## src/rtl/gcb_pkg.sv

```systemverilog
// Shared types, constants and the time offset table of the coincidence binner.
package gcb_pkg;

  localparam int MAX_HITS_DEF = 16;
  localparam int NUM_CHANNELS = 48;
  localparam int QDEPTH       = 2;

  localparam logic       OP_EVENT = 1'b0;
  localparam logic       OP_HIT   = 1'b1;
  localparam logic [1:0] HIST_PID = 2'd0;
  localparam logic [1:0] HIST_ET  = 2'd1;
  localparam logic [1:0] HIST_EE  = 2'd2;

  localparam logic signed [31:0] CUT_RESET = -32'sd18000000;

  localparam logic [19:0] AOQ_LO    = 20'd200000;
  localparam logic [19:0] AOQ_HI    = 20'd218000;
  localparam logic [15:0] AOQ_MUL   = 16'd58255;
  localparam int          AOQ_SHIFT = 20;
  localparam logic [9:0]  AOQ_OVF   = 10'd1001;

  localparam logic [13:0] ZET_LO  = 14'd4000;
  localparam logic [13:0] ZET_HI  = 14'd5200;
  localparam logic [9:0]  ZET_OVF = 10'd601;

  localparam logic signed [15:0] E_HI  = 16'sd32000;
  localparam logic [9:0]         E_OVF = 10'd1001;

  localparam logic signed [32:0] T_LO    = -33'sd20000000;
  localparam logic signed [32:0] T_HI    = 33'sd100000000;
  localparam logic [27:0]        T_MUL   = 28'd175921861;
  localparam int                 T_SHIFT = 44;
  localparam logic [10:0]        T_OVF   = 11'd1201;

  typedef struct packed {
    logic               operation;
    logic [19:0]        aoq;
    logic [13:0]        zet;
    logic [5:0]         channel;
    logic signed [15:0] energy;
    logic signed [31:0] hit_time;
  } in_t;

  typedef struct packed {
    logic [1:0]  hist_id;
    logic [9:0]  bin_x;
    logic [10:0] bin_y;
    logic        last;
    logic        hit_dropped;
  } out_t;

  typedef struct packed {
    logic        is_hit;
    logic [9:0]  bin_x;
    logic [10:0] bin_y;
  } qent_t;

  localparam logic signed [16:0] OFFSET_ROM [0:47] = '{
    17'sd25552, 17'sd16668, 17'sd7772, 17'sd10148,
    17'sd3047, -17'sd18387, -17'sd23133, -17'sd6896,
    17'sd14075, -17'sd2379, 17'sd2615, -17'sd2318,
    17'sd9200, 17'sd171, 17'sd6907, 17'sd6225,
    17'sd12758, 17'sd17042, 17'sd1675, 17'sd2764,
    -17'sd9725, -17'sd16153, -17'sd35495, -17'sd9616,
    17'sd16922, -17'sd9201, 17'sd1894, -17'sd7974,
    17'sd2451, -17'sd4479, 17'sd13427, 17'sd3667,
    17'sd10789, 17'sd23379, 17'sd687, 17'sd9430,
    -17'sd4924, -17'sd10756, -17'sd34018, -17'sd23599,
    17'sd12511, -17'sd12621, 17'sd2316, -17'sd7742,
    17'sd1239, -17'sd7211, 17'sd3105, 17'sd8187
  };

  function automatic logic signed [16:0] offset_of(input logic [5:0] ch);
    logic signed [16:0] v;
    v = '0;
    if (ch < 6'(NUM_CHANNELS)) begin
      v = OFFSET_ROM[ch];
    end
    return v;
  endfunction

endpackage

```

## src/rtl/gcb_fifo.sv

```systemverilog
// Short word queue between the classifying front end and the emitting back end.
module gcb_fifo (
  input  logic          clk,
  input  logic          rst_n,
  input  logic          push,
  input  gcb_pkg::qent_t push_data,
  output logic          full,
  input  logic          pop,
  output gcb_pkg::qent_t pop_data,
  output logic          empty
);

  localparam int PTR_W = (gcb_pkg::QDEPTH > 1) ? $clog2(gcb_pkg::QDEPTH) : 1;
  localparam int CNT_W = $clog2(gcb_pkg::QDEPTH + 1);

  gcb_pkg::qent_t    mem_r [gcb_pkg::QDEPTH];
  logic [PTR_W-1:0]  wr_ptr_r;
  logic [PTR_W-1:0]  rd_ptr_r;
  logic [CNT_W-1:0]  cnt_r;
  logic              do_push;
  logic              do_pop;

  assign full     = (cnt_r == CNT_W'(gcb_pkg::QDEPTH));
  assign empty    = (cnt_r == '0);
  assign do_push  = push && !full;
  assign do_pop   = pop && !empty;
  assign pop_data = mem_r[rd_ptr_r];

  function automatic logic [PTR_W-1:0] ptr_inc(input logic [PTR_W-1:0] p);
    logic [PTR_W-1:0] r;
    r = p + PTR_W'(1);
    if (p == PTR_W'(gcb_pkg::QDEPTH - 1)) begin
      r = '0;
    end
    return r;
  endfunction

  always_ff @(posedge clk) begin
    if (!rst_n) begin
      wr_ptr_r <= '0;
      rd_ptr_r <= '0;
      cnt_r    <= '0;
    end else begin
      if (do_push) begin
        wr_ptr_r <= ptr_inc(wr_ptr_r);
      end
      if (do_pop) begin
        rd_ptr_r <= ptr_inc(rd_ptr_r);
      end
      if (do_push && !do_pop) begin
        cnt_r <= cnt_r + CNT_W'(1);
      end else if (do_pop && !do_push) begin
        cnt_r <= cnt_r - CNT_W'(1);
      end
    end
  end

  always_ff @(posedge clk) begin
    if (do_push) begin
      mem_r[wr_ptr_r] <= push_data;
    end
  end

endmodule

```

## src/rtl/gcb_front.sv

```systemverilog
// Front end: accepts words, corrects hit time, applies the time cut and computes bins.
module gcb_front (
  input  logic           clk,
  input  logic           rst_n,
  input  logic           in_valid,
  output logic           in_ready,
  input  gcb_pkg::in_t   in_data,
  input  logic           cfg_valid,
  output logic           cfg_ready,
  input  logic [31:0]    cfg_data,
  output logic           q_push,
  output gcb_pkg::qent_t q_data,
  input  logic           q_full
);

  typedef enum logic [4:0] {
    F_IDLE = 5'b00001,
    F_TIME = 5'b00010,
    F_CLS  = 5'b00100,
    F_MUL  = 5'b01000,
    F_PUSH = 5'b10000
  } fstate_t;

  fstate_t             state_r, state_nxt;
  gcb_pkg::in_t        in_r;
  logic signed [31:0]  cut_r;
  logic signed [32:0]  t_r;
  logic                pass_r;
  logic [9:0]          e_bin_r;
  logic [9:0]          z_bin_r;
  logic                a_under_r, a_over_r;
  logic [14:0]         a_d_r;
  logic                t_under_r, t_over_r;
  logic [26:0]         t_d_r;
  logic [9:0]          a_q_r;
  logic [10:0]         t_q_r;

  logic signed [32:0]  t_nxt;
  logic [19:0]         a_diff;
  logic [13:0]         z_diff;
  logic signed [32:0]  t_diff;
  logic [9:0]          e_bin_nxt;
  logic [9:0]          z_bin_nxt;
  logic [30:0]         a_prod;
  logic [54:0]         t_prod;
  logic [9:0]          a_bin;
  logic [10:0]         t_bin;
  logic                is_hit;

  assign in_ready  = (state_r == F_IDLE);
  assign cfg_ready = 1'b1;
  assign is_hit    = (in_r.operation == gcb_pkg::OP_HIT);

  assign t_nxt  = $signed({in_r.hit_time[31], in_r.hit_time})
                - 33'(gcb_pkg::offset_of(in_r.channel));
  assign a_diff = in_r.aoq - gcb_pkg::AOQ_LO;
  assign z_diff = in_r.zet - gcb_pkg::ZET_LO;
  assign t_diff = t_r - gcb_pkg::T_LO;

  always_comb begin
    if (in_r.energy[15]) begin
      e_bin_nxt = '0;
    end else if (in_r.energy >= gcb_pkg::E_HI) begin
      e_bin_nxt = gcb_pkg::E_OVF;
    end else begin
      e_bin_nxt = in_r.energy[14:5] + 10'd1;
    end
    if (in_r.zet < gcb_pkg::ZET_LO) begin
      z_bin_nxt = '0;
    end else if (in_r.zet >= gcb_pkg::ZET_HI) begin
      z_bin_nxt = gcb_pkg::ZET_OVF;
    end else begin
      z_bin_nxt = z_diff[10:1] + 10'd1;
    end
  end

  assign a_prod = {16'b0, a_d_r} * {15'b0, gcb_pkg::AOQ_MUL};
  assign t_prod = {28'b0, t_d_r} * {27'b0, gcb_pkg::T_MUL};

  always_comb begin
    if (a_under_r) begin
      a_bin = '0;
    end else if (a_over_r) begin
      a_bin = gcb_pkg::AOQ_OVF;
    end else begin
      a_bin = a_q_r + 10'd1;
    end
    if (t_under_r) begin
      t_bin = '0;
    end else if (t_over_r) begin
      t_bin = gcb_pkg::T_OVF;
    end else begin
      t_bin = t_q_r + 11'd1;
    end
  end

  always_comb begin
    q_data.is_hit = is_hit;
    if (is_hit) begin
      q_data.bin_x = e_bin_r;
      q_data.bin_y = t_bin;
    end else begin
      q_data.bin_x = a_bin;
      q_data.bin_y = {1'b0, z_bin_r};
    end
  end

  assign q_push = (state_r == F_PUSH) && (!is_hit || pass_r) && !q_full;

  always_comb begin
    state_nxt = state_r;
    unique case (state_r)
      F_IDLE: begin
        if (in_valid) begin
          state_nxt = F_TIME;
        end
      end
      F_TIME: state_nxt = F_CLS;
      F_CLS:  state_nxt = F_MUL;
      F_MUL:  state_nxt = F_PUSH;
      F_PUSH: begin
        if ((is_hit && !pass_r) || !q_full) begin
          state_nxt = F_IDLE;
        end
      end
      default: state_nxt = F_IDLE;
    endcase
  end

  always_ff @(posedge clk) begin
    if (!rst_n) begin
      state_r <= F_IDLE;
      cut_r   <= gcb_pkg::CUT_RESET;
    end else begin
      state_r <= state_nxt;
      if (cfg_valid) begin
        cut_r <= cfg_data;
      end
    end
  end

  always_ff @(posedge clk) begin
    if (state_r == F_IDLE && in_valid) begin
      in_r <= in_data;
    end
    if (state_r == F_TIME) begin
      t_r <= t_nxt;
    end
    if (state_r == F_CLS) begin
      pass_r    <= (t_r >= $signed({cut_r[31], cut_r}));
      e_bin_r   <= e_bin_nxt;
      z_bin_r   <= z_bin_nxt;
      a_under_r <= (in_r.aoq < gcb_pkg::AOQ_LO);
      a_over_r  <= (in_r.aoq >= gcb_pkg::AOQ_HI);
      a_d_r     <= a_diff[14:0];
      t_under_r <= (t_r < gcb_pkg::T_LO);
      t_over_r  <= (t_r >= gcb_pkg::T_HI);
      t_d_r     <= t_diff[26:0];
    end
    if (state_r == F_MUL) begin
      a_q_r <= a_prod[gcb_pkg::AOQ_SHIFT +: 10];
      t_q_r <= t_prod[gcb_pkg::T_SHIFT +: 11];
    end
  end

endmodule

```

## src/rtl/gcb_back.sv

```systemverilog
// Back end: keeps the hit store and emits the bin increments of each queued word.
module gcb_back #(
  parameter int MAX_HITS = gcb_pkg::MAX_HITS_DEF
) (
  input  logic           clk,
  input  logic           rst_n,
  input  logic           q_empty,
  input  gcb_pkg::qent_t q_data,
  output logic           q_pop,
  output logic           out_valid,
  input  logic           out_ready,
  output gcb_pkg::out_t  out_data
);

  localparam int CNT_W = $clog2(MAX_HITS + 1);
  localparam int IDX_W = $clog2(MAX_HITS);

  typedef enum logic [3:0] {
    B_IDLE = 4'b0001,
    B_ET   = 4'b0010,
    B_PA   = 4'b0100,
    B_PB   = 4'b1000
  } bstate_t;

  bstate_t          state_r, state_nxt;
  logic [CNT_W-1:0] cnt_r;
  logic [CNT_W-1:0] n_r;
  logic [IDX_W-1:0] idx_r;
  gcb_pkg::qent_t   ent_r;
  logic             full_r;
  logic [9:0]       mem_r [MAX_HITS];
  logic [9:0]       rd_r;
  logic [9:0]       oth_r;
  logic             out_valid_r;
  gcb_pkg::out_t    out_r;

  logic             slot_free;
  logic             emit;
  logic             store_full;
  logic             wr_en;
  gcb_pkg::out_t    res;
  logic             res_done;

  assign slot_free  = !out_valid_r || out_ready;
  assign q_pop      = (state_r == B_IDLE) && !q_empty;
  assign store_full = (cnt_r == CNT_W'(MAX_HITS));
  assign wr_en      = q_pop && q_data.is_hit && !store_full;
  assign emit       = slot_free && (state_r != B_IDLE);
  assign out_valid  = out_valid_r;
  assign out_data   = out_r;

  always_comb begin
    res      = '0;
    res_done = 1'b0;
    unique case (state_r)
      B_ET: begin
        res.bin_x = ent_r.bin_x;
        res.bin_y = ent_r.bin_y;
        if (ent_r.is_hit) begin
          res.hist_id     = gcb_pkg::HIST_ET;
          res.hit_dropped = full_r;
          res_done        = full_r || (n_r == '0);
        end else begin
          res.hist_id = gcb_pkg::HIST_PID;
          res_done    = 1'b1;
        end
        res.last = res_done;
      end
      B_PA: begin
        res.hist_id = gcb_pkg::HIST_EE;
        res.bin_x   = ent_r.bin_x;
        res.bin_y   = {1'b0, rd_r};
      end
      B_PB: begin
        res.hist_id = gcb_pkg::HIST_EE;
        res.bin_x   = oth_r;
        res.bin_y   = {1'b0, ent_r.bin_x};
        res_done    = (CNT_W'(idx_r) == n_r);
        res.last    = res_done;
      end
      default: res = '0;
    endcase
  end

  always_comb begin
    state_nxt = state_r;
    unique case (state_r)
      B_IDLE: begin
        if (q_pop) begin
          state_nxt = B_ET;
        end
      end
      B_ET: begin
        if (emit) begin
          state_nxt = res_done ? B_IDLE : B_PA;
        end
      end
      B_PA: begin
        if (emit) begin
          state_nxt = B_PB;
        end
      end
      B_PB: begin
        if (emit) begin
          state_nxt = res_done ? B_IDLE : B_PA;
        end
      end
      default: state_nxt = B_IDLE;
    endcase
  end

  always_ff @(posedge clk) begin
    if (!rst_n) begin
      state_r     <= B_IDLE;
      cnt_r       <= '0;
      out_valid_r <= 1'b0;
    end else begin
      state_r <= state_nxt;
      if (q_pop) begin
        if (!q_data.is_hit) begin
          cnt_r <= '0;
        end else if (!store_full) begin
          cnt_r <= cnt_r + CNT_W'(1);
        end
      end
      if (emit) begin
        out_valid_r <= 1'b1;
      end else if (out_ready) begin
        out_valid_r <= 1'b0;
      end
    end
  end

  always_ff @(posedge clk) begin
    if (q_pop) begin
      ent_r  <= q_data;
      full_r <= store_full;
      n_r    <= cnt_r;
      idx_r  <= '0;
    end
    if (state_r == B_PA && emit) begin
      oth_r <= rd_r;
      idx_r <= idx_r + IDX_W'(1);
    end
    if (emit) begin
      out_r <= res;
    end
  end

  always_ff @(posedge clk) begin
    if (wr_en) begin
      mem_r[cnt_r[IDX_W-1:0]] <= q_data.bin_x;
    end
    rd_r <= mem_r[idx_r];
  end

  a_cnt_bound: assert property (@(posedge clk) disable iff (!rst_n)
    cnt_r <= CNT_W'(MAX_HITS))
    else $error("Hit count exceeds the store size.");

  a_pair_idx: assert property (@(posedge clk) disable iff (!rst_n)
    state_r == B_PA |-> CNT_W'(idx_r) < n_r)
    else $error("Pair index is past the stored hits.");

  a_drop_last: assert property (@(posedge clk) disable iff (!rst_n)
    out_valid_r && out_r.hit_dropped |-> out_r.last && out_r.hist_id == gcb_pkg::HIST_ET)
    else $error("Dropped hit flag on a word that is not a final energy-time word.");

  a_event_clear: assert property (@(posedge clk) disable iff (!rst_n)
    q_pop && !q_data.is_hit |=> cnt_r == '0)
    else $error("Event start did not empty the hit store.");

endmodule

```

## src/rtl/gamma_coincidence_binner_top.sv

```systemverilog
// The front end takes no new input word before it has finished the last; the back
// end emits one result word for an event start or a non-pairing hit and 1 + 2*n
// words for a hit pairing with n stored hits, one result word per cycle at most,
// set by the single output register.
// Reset is synchronous and active low; it empties the hit store and the queue and
// loads the time cut with -18000000 ps. No clearing pass is needed after reset.
module gamma_coincidence_binner_top #(
  parameter int MAX_HITS = gcb_pkg::MAX_HITS_DEF
) (
  input  logic          clk,
  input  logic          rst_n,
  input  logic          in_valid,
  output logic          in_ready,
  input  gcb_pkg::in_t  in_data,
  output logic          out_valid,
  input  logic          out_ready,
  output gcb_pkg::out_t out_data,
  input  logic          cfg_valid,
  output logic          cfg_ready,
  input  logic [31:0]   cfg_data
);

  logic           q_push;
  logic           q_full;
  logic           q_pop;
  logic           q_empty;
  gcb_pkg::qent_t q_wdata;
  gcb_pkg::qent_t q_rdata;

  gcb_front u_front (
    .clk       (clk),
    .rst_n     (rst_n),
    .in_valid  (in_valid),
    .in_ready  (in_ready),
    .in_data   (in_data),
    .cfg_valid (cfg_valid),
    .cfg_ready (cfg_ready),
    .cfg_data  (cfg_data),
    .q_push    (q_push),
    .q_data    (q_wdata),
    .q_full    (q_full)
  );

  gcb_fifo u_fifo (
    .clk       (clk),
    .rst_n     (rst_n),
    .push      (q_push),
    .push_data (q_wdata),
    .full      (q_full),
    .pop       (q_pop),
    .pop_data  (q_rdata),
    .empty     (q_empty)
  );

  gcb_back #(
    .MAX_HITS (MAX_HITS)
  ) u_back (
    .clk       (clk),
    .rst_n     (rst_n),
    .q_empty   (q_empty),
    .q_data    (q_rdata),
    .q_pop     (q_pop),
    .out_valid (out_valid),
    .out_ready (out_ready),
    .out_data  (out_data)
  );

endmodule

```

## config.mk

```make
export PLATFORM = sky130hd
export DESIGN_NAME = gamma_coincidence_binner_top
export DESIGN_NICKNAME = d
export VERILOG_FILES = /design/src/rtl/gcb_pkg.sv /design/src/rtl/gcb_fifo.sv /design/src/rtl/gcb_front.sv /design/src/rtl/gcb_back.sv /design/src/rtl/gamma_coincidence_binner_top.sv
export SDC_FILE = /design/constraint.sdc
export NUM_CORES = 2
export LEC_CHECK = 0
export ABC_AREA = 1
export CORE_MARGIN = 2
export CORE_UTILIZATION = 47
export DETAILED_ROUTE_END_ITERATION = 12
export DONT_BUFFER_PORTS = 1
export GPL_ROUTABILITY_DRIVEN = 0
export PLACE_DENSITY = 0.7
export SETUP_SLACK_MARGIN = 0.5
export SLEW_MARGIN = 20
export SYNTH_ARGS = -nofsm -noshare
export SYNTH_HDL_FRONTEND = slang
export SYNTH_HIERARCHICAL = 1
export SYNTH_SLANG_ARGS = --single-unit
```

## constraint.sdc

```tcl
create_clock -name clk -period 14.44 [get_ports clk]
set_clock_uncertainty 0.15 [all_clocks]
set_input_delay 2.888 -clock clk [delete_from_list [all_inputs] [get_ports clk]]
set_output_delay 2.888 -clock clk [all_outputs]
set_load 0.1 [all_outputs]
```

======== Yosys cells after proc, flatten, opt, wreduce, memory -nomap -nowiden ========
Memory sizes are Yosys's and may differ from the RTL's. A register that Yosys moved wholly into a read port is not among the register bits.
Cells that the tools add are included.
storage, ports and cells
  register bits ........................... 328
  RAM bits ................................ 204
  ROM bits ................................ 1088
  input bits .............................. 126
  output and inout port bits .............. 28
  logic and storage cells ................. 164
  memories kept ........................... 3
operators by class
  $add $sub $neg .......................... 14
  multiply operators ...................... 2
  magnitude comparators ................... 10
  eq/ne operators ......................... 19
  muxes and demuxes ....................... 38
  bitwise gates (word level) .............. 1
  reduce and logical (&&, ||, !) cells .... 37
memory list
  name              words  bits a word  rd ports  clocked after Yosys merged registers in  wr ports  RTL line        RTL
  (name not given)  64     17           1         0                                        0         gcb_pkg.sv:77   v = OFFSET_ROM[ch];
  u_back.mem_r      16     10           1         1                                        1         gcb_back.sv:31  logic [9:0] mem_r [MAX_HITS];
  u_fifo.mem_r      2      22           1         1                                        1         gcb_fifo.sv:16  gcb_pkg::qent_t mem_r [gcb_pkg::QDEPTH];
operators with widths
  kind                                                                 count
  case mux 23 bit (3 select lines)                                     1
  multiplier 27 x 28 -> 55 bit, second input constant                  1
  two-way mux 17 bit                                                   3
  two-way mux 10 bit                                                   4
  greater-or-equal comparator 33 x 28 -> 1 bit, second input constant  1
  greater-or-equal comparator 33 x 32 -> 1 bit                         1
  < comparator 33 x 26 -> 1 bit, second input constant                 1
  subtractor 32 x 17 -> 33 bit                                         1
  adder 10 x 1 -> 10 bit, second input constant                        3
  multiplier 15 x 16 -> 30 bit, second input constant                  1
  subtractor 27 x 26 -> 27 bit, second input constant                  1
  case mux 5 bit (5 select lines)                                      1
  two-way mux 11 bit                                                   2
  two-way mux 21 bit                                                   1
  greater-or-equal comparator 20 x 18 -> 1 bit, second input constant  1
  < comparator 20 x 18 -> 1 bit, second input constant                 1
  two-way mux 4 bit                                                    5
  two-way mux 5 bit                                                    4
  greater-or-equal comparator 16 bit, second input constant            1
  subtractor 15 x 12 -> 15 bit, second input constant                  1
  greater-or-equal comparator 14 x 13 -> 1 bit, second input constant  1
  < comparator 14 x 12 -> 1 bit, second input constant                 1
  logical AND 1 bit                                                    13
  two-way mux 1 bit                                                    12
  36 further kinds                                                     59

======== Longest topological paths before layout ========
  depth in word-level cells ............... 9
  depth in mapped cells ................... 26
  mapped depth without buffers ............ 26

======== By module ========
Netlist, hierarchy kept.
modules (own cells, without submodules)
  module     instances  cells an instance  area an instance (µm²)  seq. area each (µm²)
  gcb_front  1          3477               30455.5                 6866.6
  gcb_back   1          768                9726.8                  7216.9
  gcb_fifo   1          106                1839.3                  1421.4

======== Least setup slack after synthesis ========
No wires, ideal clock.
  path kind ............................... flip-flop to flip-flop
  start ................................... register u_front.state_r[1]
  end ..................................... register u_front/in_r[0] (netlist bit), enable pin
  setup time .............................. 0.525 ns
  data arrival time ....................... 7.316 ns
  required time ........................... 13.765 ns
  slack ................................... 6.449 ns
  cell stages (with the launch flop) ...... 4
  path buffers ............................ 0
  period minus slack after synthesis ...... 7.991 ns
  cell sequence ........................... dfxtp_1 nor4_1 inv_1 nor2_1
between the ends
  word-level cells in the longest chain between the ends .. 2
ends and longest elaborated chain
  element                 RTL line                            RTL
  start, declared         gcb_front.sv:24                     fstate_t state_r, state_nxt;
  start signal, assigned  gcb_front.sv:135                    state_r <= state_nxt;
  == test 5 x 1 -> 1 bit  --
  net in_ready            gamma_coincidence_binner_top.sv:13  output logic in_ready,
  logical AND 1 bit       gcb_front.sv:143                    if (state_r == F_IDLE && in_valid) begin
  end signal, assigned    gcb_front.sv:144                    in_r <= in_data;
  end, declared           gcb_front.sv:25                     gcb_pkg::in_t in_r;
The timed path passes the listed nets, and every way through them passes these cells.
A chain may end at the register's enable or synchronous reset.

======== Worst setup path in the final report ========
  start ................................... register u_front.t_d_r[7]
  end ..................................... register u_front.t_q_r[6] (data pin)
between the ends
  word-level cells in the longest chain between the ends .. 1
ends and longest elaborated chain
  element                       RTL line          RTL
  start, declared               gcb_front.sv:34   logic [26:0] t_d_r;
  start signal, assigned        gcb_front.sv:158  t_d_r <= t_diff[26:0];
  multiplier 27 x 28 -> 55 bit  gcb_front.sv:78   assign t_prod = {28'b0, t_d_r} * {27'b0, gcb_pkg::T_MUL};
  net u_front.t_prod[50]        gcb_front.sv:45   logic [54:0] t_prod;
  end signal, assigned          gcb_front.sv:162  t_q_r <= t_prod[gcb_pkg::T_SHIFT +: 11];
  end, declared                 gcb_front.sv:36   logic [10:0] t_q_r;
The timed path passes the listed nets, and every way through them passes these cells.

==> flow_summary.toml <==
[die]
die_h_um = 303
dieArea_mm2 = 0.0918
num_io_pins = 154
start_util_pct = 47.5
die_x_um = 303
core_area_mm2 = 0.0885
rows = 109

[clocking]
htreeDepth = 2
postCtsSetupBuffers = 0
insertion_delay_ns = 0.69
cts_tree = "built"
path_clk_slew_ns = 0.09
clock-sinks = 537
cts_made_buffers = 57
hold_buffers = 0
clockBufferDepth = 3
cts_resized = 0
clockRootBuffer = "clkbuf_16"

[sta]
final.min_clock_period_ns = 6.68
rsz0062_at_grt = "false"
fmax_mhz = 150
tightest_slew_ns = 1.19
hold_slack_ns = 0.233
slew_headroom_pct = 20.2
setup_tns_ns = 0
worst_slack_ns = 7.76
setup_viol_count_final = 0
post-route-period-util_pct = 46.3
hold_viol_final = 0
slew_viol_final = 0

[finish]
final_common_cell = "inv_1"
final_cell_mix = "inv_1 (848), nand2_1 (629), ha_1 (476)"
fin_nets = 5297
area_growth_pct = 7.58
final_core_utilization_pct = 51.1
final_layout_size_suffix_gt1_share_pct = 4.72

[synth]
synthesis.area_mm2 = 0.0420
syn-num-nets = 5292
synth_top_cell_by_area = "edfxtp_1"
ys_warn_count = 6
synth-seq-area-share_pct = 36.9
synth_top_area_share_pct = 33.9
yosys_register_bits = 537
netlist_instances = 4351
syn_avg_cell_area_um2 = 9.66
synth_edf_count = 475
async_flop_share_pct = 0
synth.area.top_cells = "edfxtp_1 (34%), fa_1 (16%), ha_1 (14%)"
synth_ff_type = "edfxtp_1"
synthDistinctLibCells = 67

[place]
place_ws_ns = 7.85
port_buffers = 0
dp_hpwl_mm = 80.9

[grt]
track_usage_pct = 22.8
grt_pass1_wl_mm = 162
gr-total-overflow = 0
antenna_found_initial = 11
grt_max_degree = 85
grt_pass1_vias = 30300

[critical_path]
cp-start-kind = "flop"
cp.depth = 23
reg2reg_depth = 23
crit_family = "adder cells"
crit_fanout = 8
cp_cell_sequence = "fa_1, inv_1, fa_1, inv_1, fa_1, inv_1, fa_1, inv_1, fa_1, fa_1, inv_1, fa_1, inv_1, ha_1, nand2_1, nor2_1, nand2_1, nor3_1, a21oi_1, nand2_1, nand2_1, nand4_1, nand2_1"
worst-setup-path-type = "reg2reg"
worstSetupEndpointType = "flop"
crit_arrival_ns = 6.94
crit_top_cell = "fa_1"
critPathRequiredTime_ns = 14.70
critPathMaxStageDelay_ns = 0.64
cp_num_buf_inv = 6
worst_path_max_delay_cell = "fa_1"

[power]
power_density_mw_per_mm2 = 100
ir_worst_vdd_mv = 0.124
p_total_mw = 4.53
p_leak_nw = 20.4

[routing]
drc = 0
dr.first_iter.drc_count = 2329
drt_wl_total_mm = 102
drt_pass1_iterations = 6
drtAntennaViolNets = 0
via_per_inst = 5.36
via_count = 29900
wire_per_inst_um = 18.3

[worst_hold_path]
holdPathStages = 0
hp-class = "reg2reg"

[run]
max-cap-violations = 0

[status]
status = "finished, final reports clean"
-- Yosys cell counts, drive strengths merged (34+ instances only) --
cell and number:
a21oi 213, buf 34, dfxtp 62, edfxtp 475, fa 339, ha 476
inv 859, nand2 645, nand3 147, nand4 46, nor2 419, nor3 46
o211ai 61, o21ai 278, xor2 53
-- through the flow --
stage,cells,area [um^2]
after floorplan,4351,42000
after global placement,5462,43300
after detailed placement,5462,43300
after CTS,5570,45200
after global routing,5572,45200
final,5572,45200
-- path summary, 6_finish.rpt --
path,from,endpoint,slack (ns)
setup reg to reg,u_front/t_d_r[7],u_front/t_q_r[6],7.76
hold / removal,u_front/in_r[69],u_front/a_d_r[1],0.23
setup / recovery,u_front/t_d_r[7],u_front/t_q_r[6],7.76
hold reg to reg,u_front/in_r[69],u_front/a_d_r[1],0.23
-- logic make-up (layout without fill, tap and decap cells) --
logic type,Yosys count,in the layout,synth area share [%]
xor gates and xnor gates,64,64,1.33
DFF,537,537,36.9
and+or+nand+nor,1356,1356,13.9
adders and majority gates,815,815,30.3
buffers and inverters,924,978,8.48
AOI/OAI and AO/OA,632,632,8.51
other,1,3,0.00892
muxes,22,22,0.590
-- per-layer routing --
layer | global-route usage [%] | wire (um)
met1 | 29.2 | 42400
met2 | 38.2 | 48300
met4 | 10.5 | 5090
met5 | 0 | 79
met3 | 3.27 | 6240
-- area by class of cell --
type | instances | area (um^2)
flip-flops and latches | 537 | 15500
repair buffers | 11 | 103
well taps | 1165 | 1460
multi-input cells | 2890 | 23000
fillers | 7823 | 43300
inverters | 859 | 3230
clock inverters | 30 | 373
clock buffers | 78 | 1540
diodes | 2 | 5.00
-- state kept, by name, summed over array words and instances, names as in the netlist, 11 cells and up, named ones only --
register / count
u_back/mem_r: 160
u_front/in_r: 82
u_fifo/mem_r: 44
u_front/t_r: 33
u_front/cut_r: 32
u_front/t_d_r: 27
u_back/out_data: 25
u_back/ent_r: 22
u_front/a_d_r: 15
u_front/t_q_r: 11
-- power breakdown --
part           switching (mW)  internal [mW]
clock network           0.633          0.844
logic                   0.773          0.391
registers               0.111           1.78
Note: power is estimated with default switching activity, not from simulation.
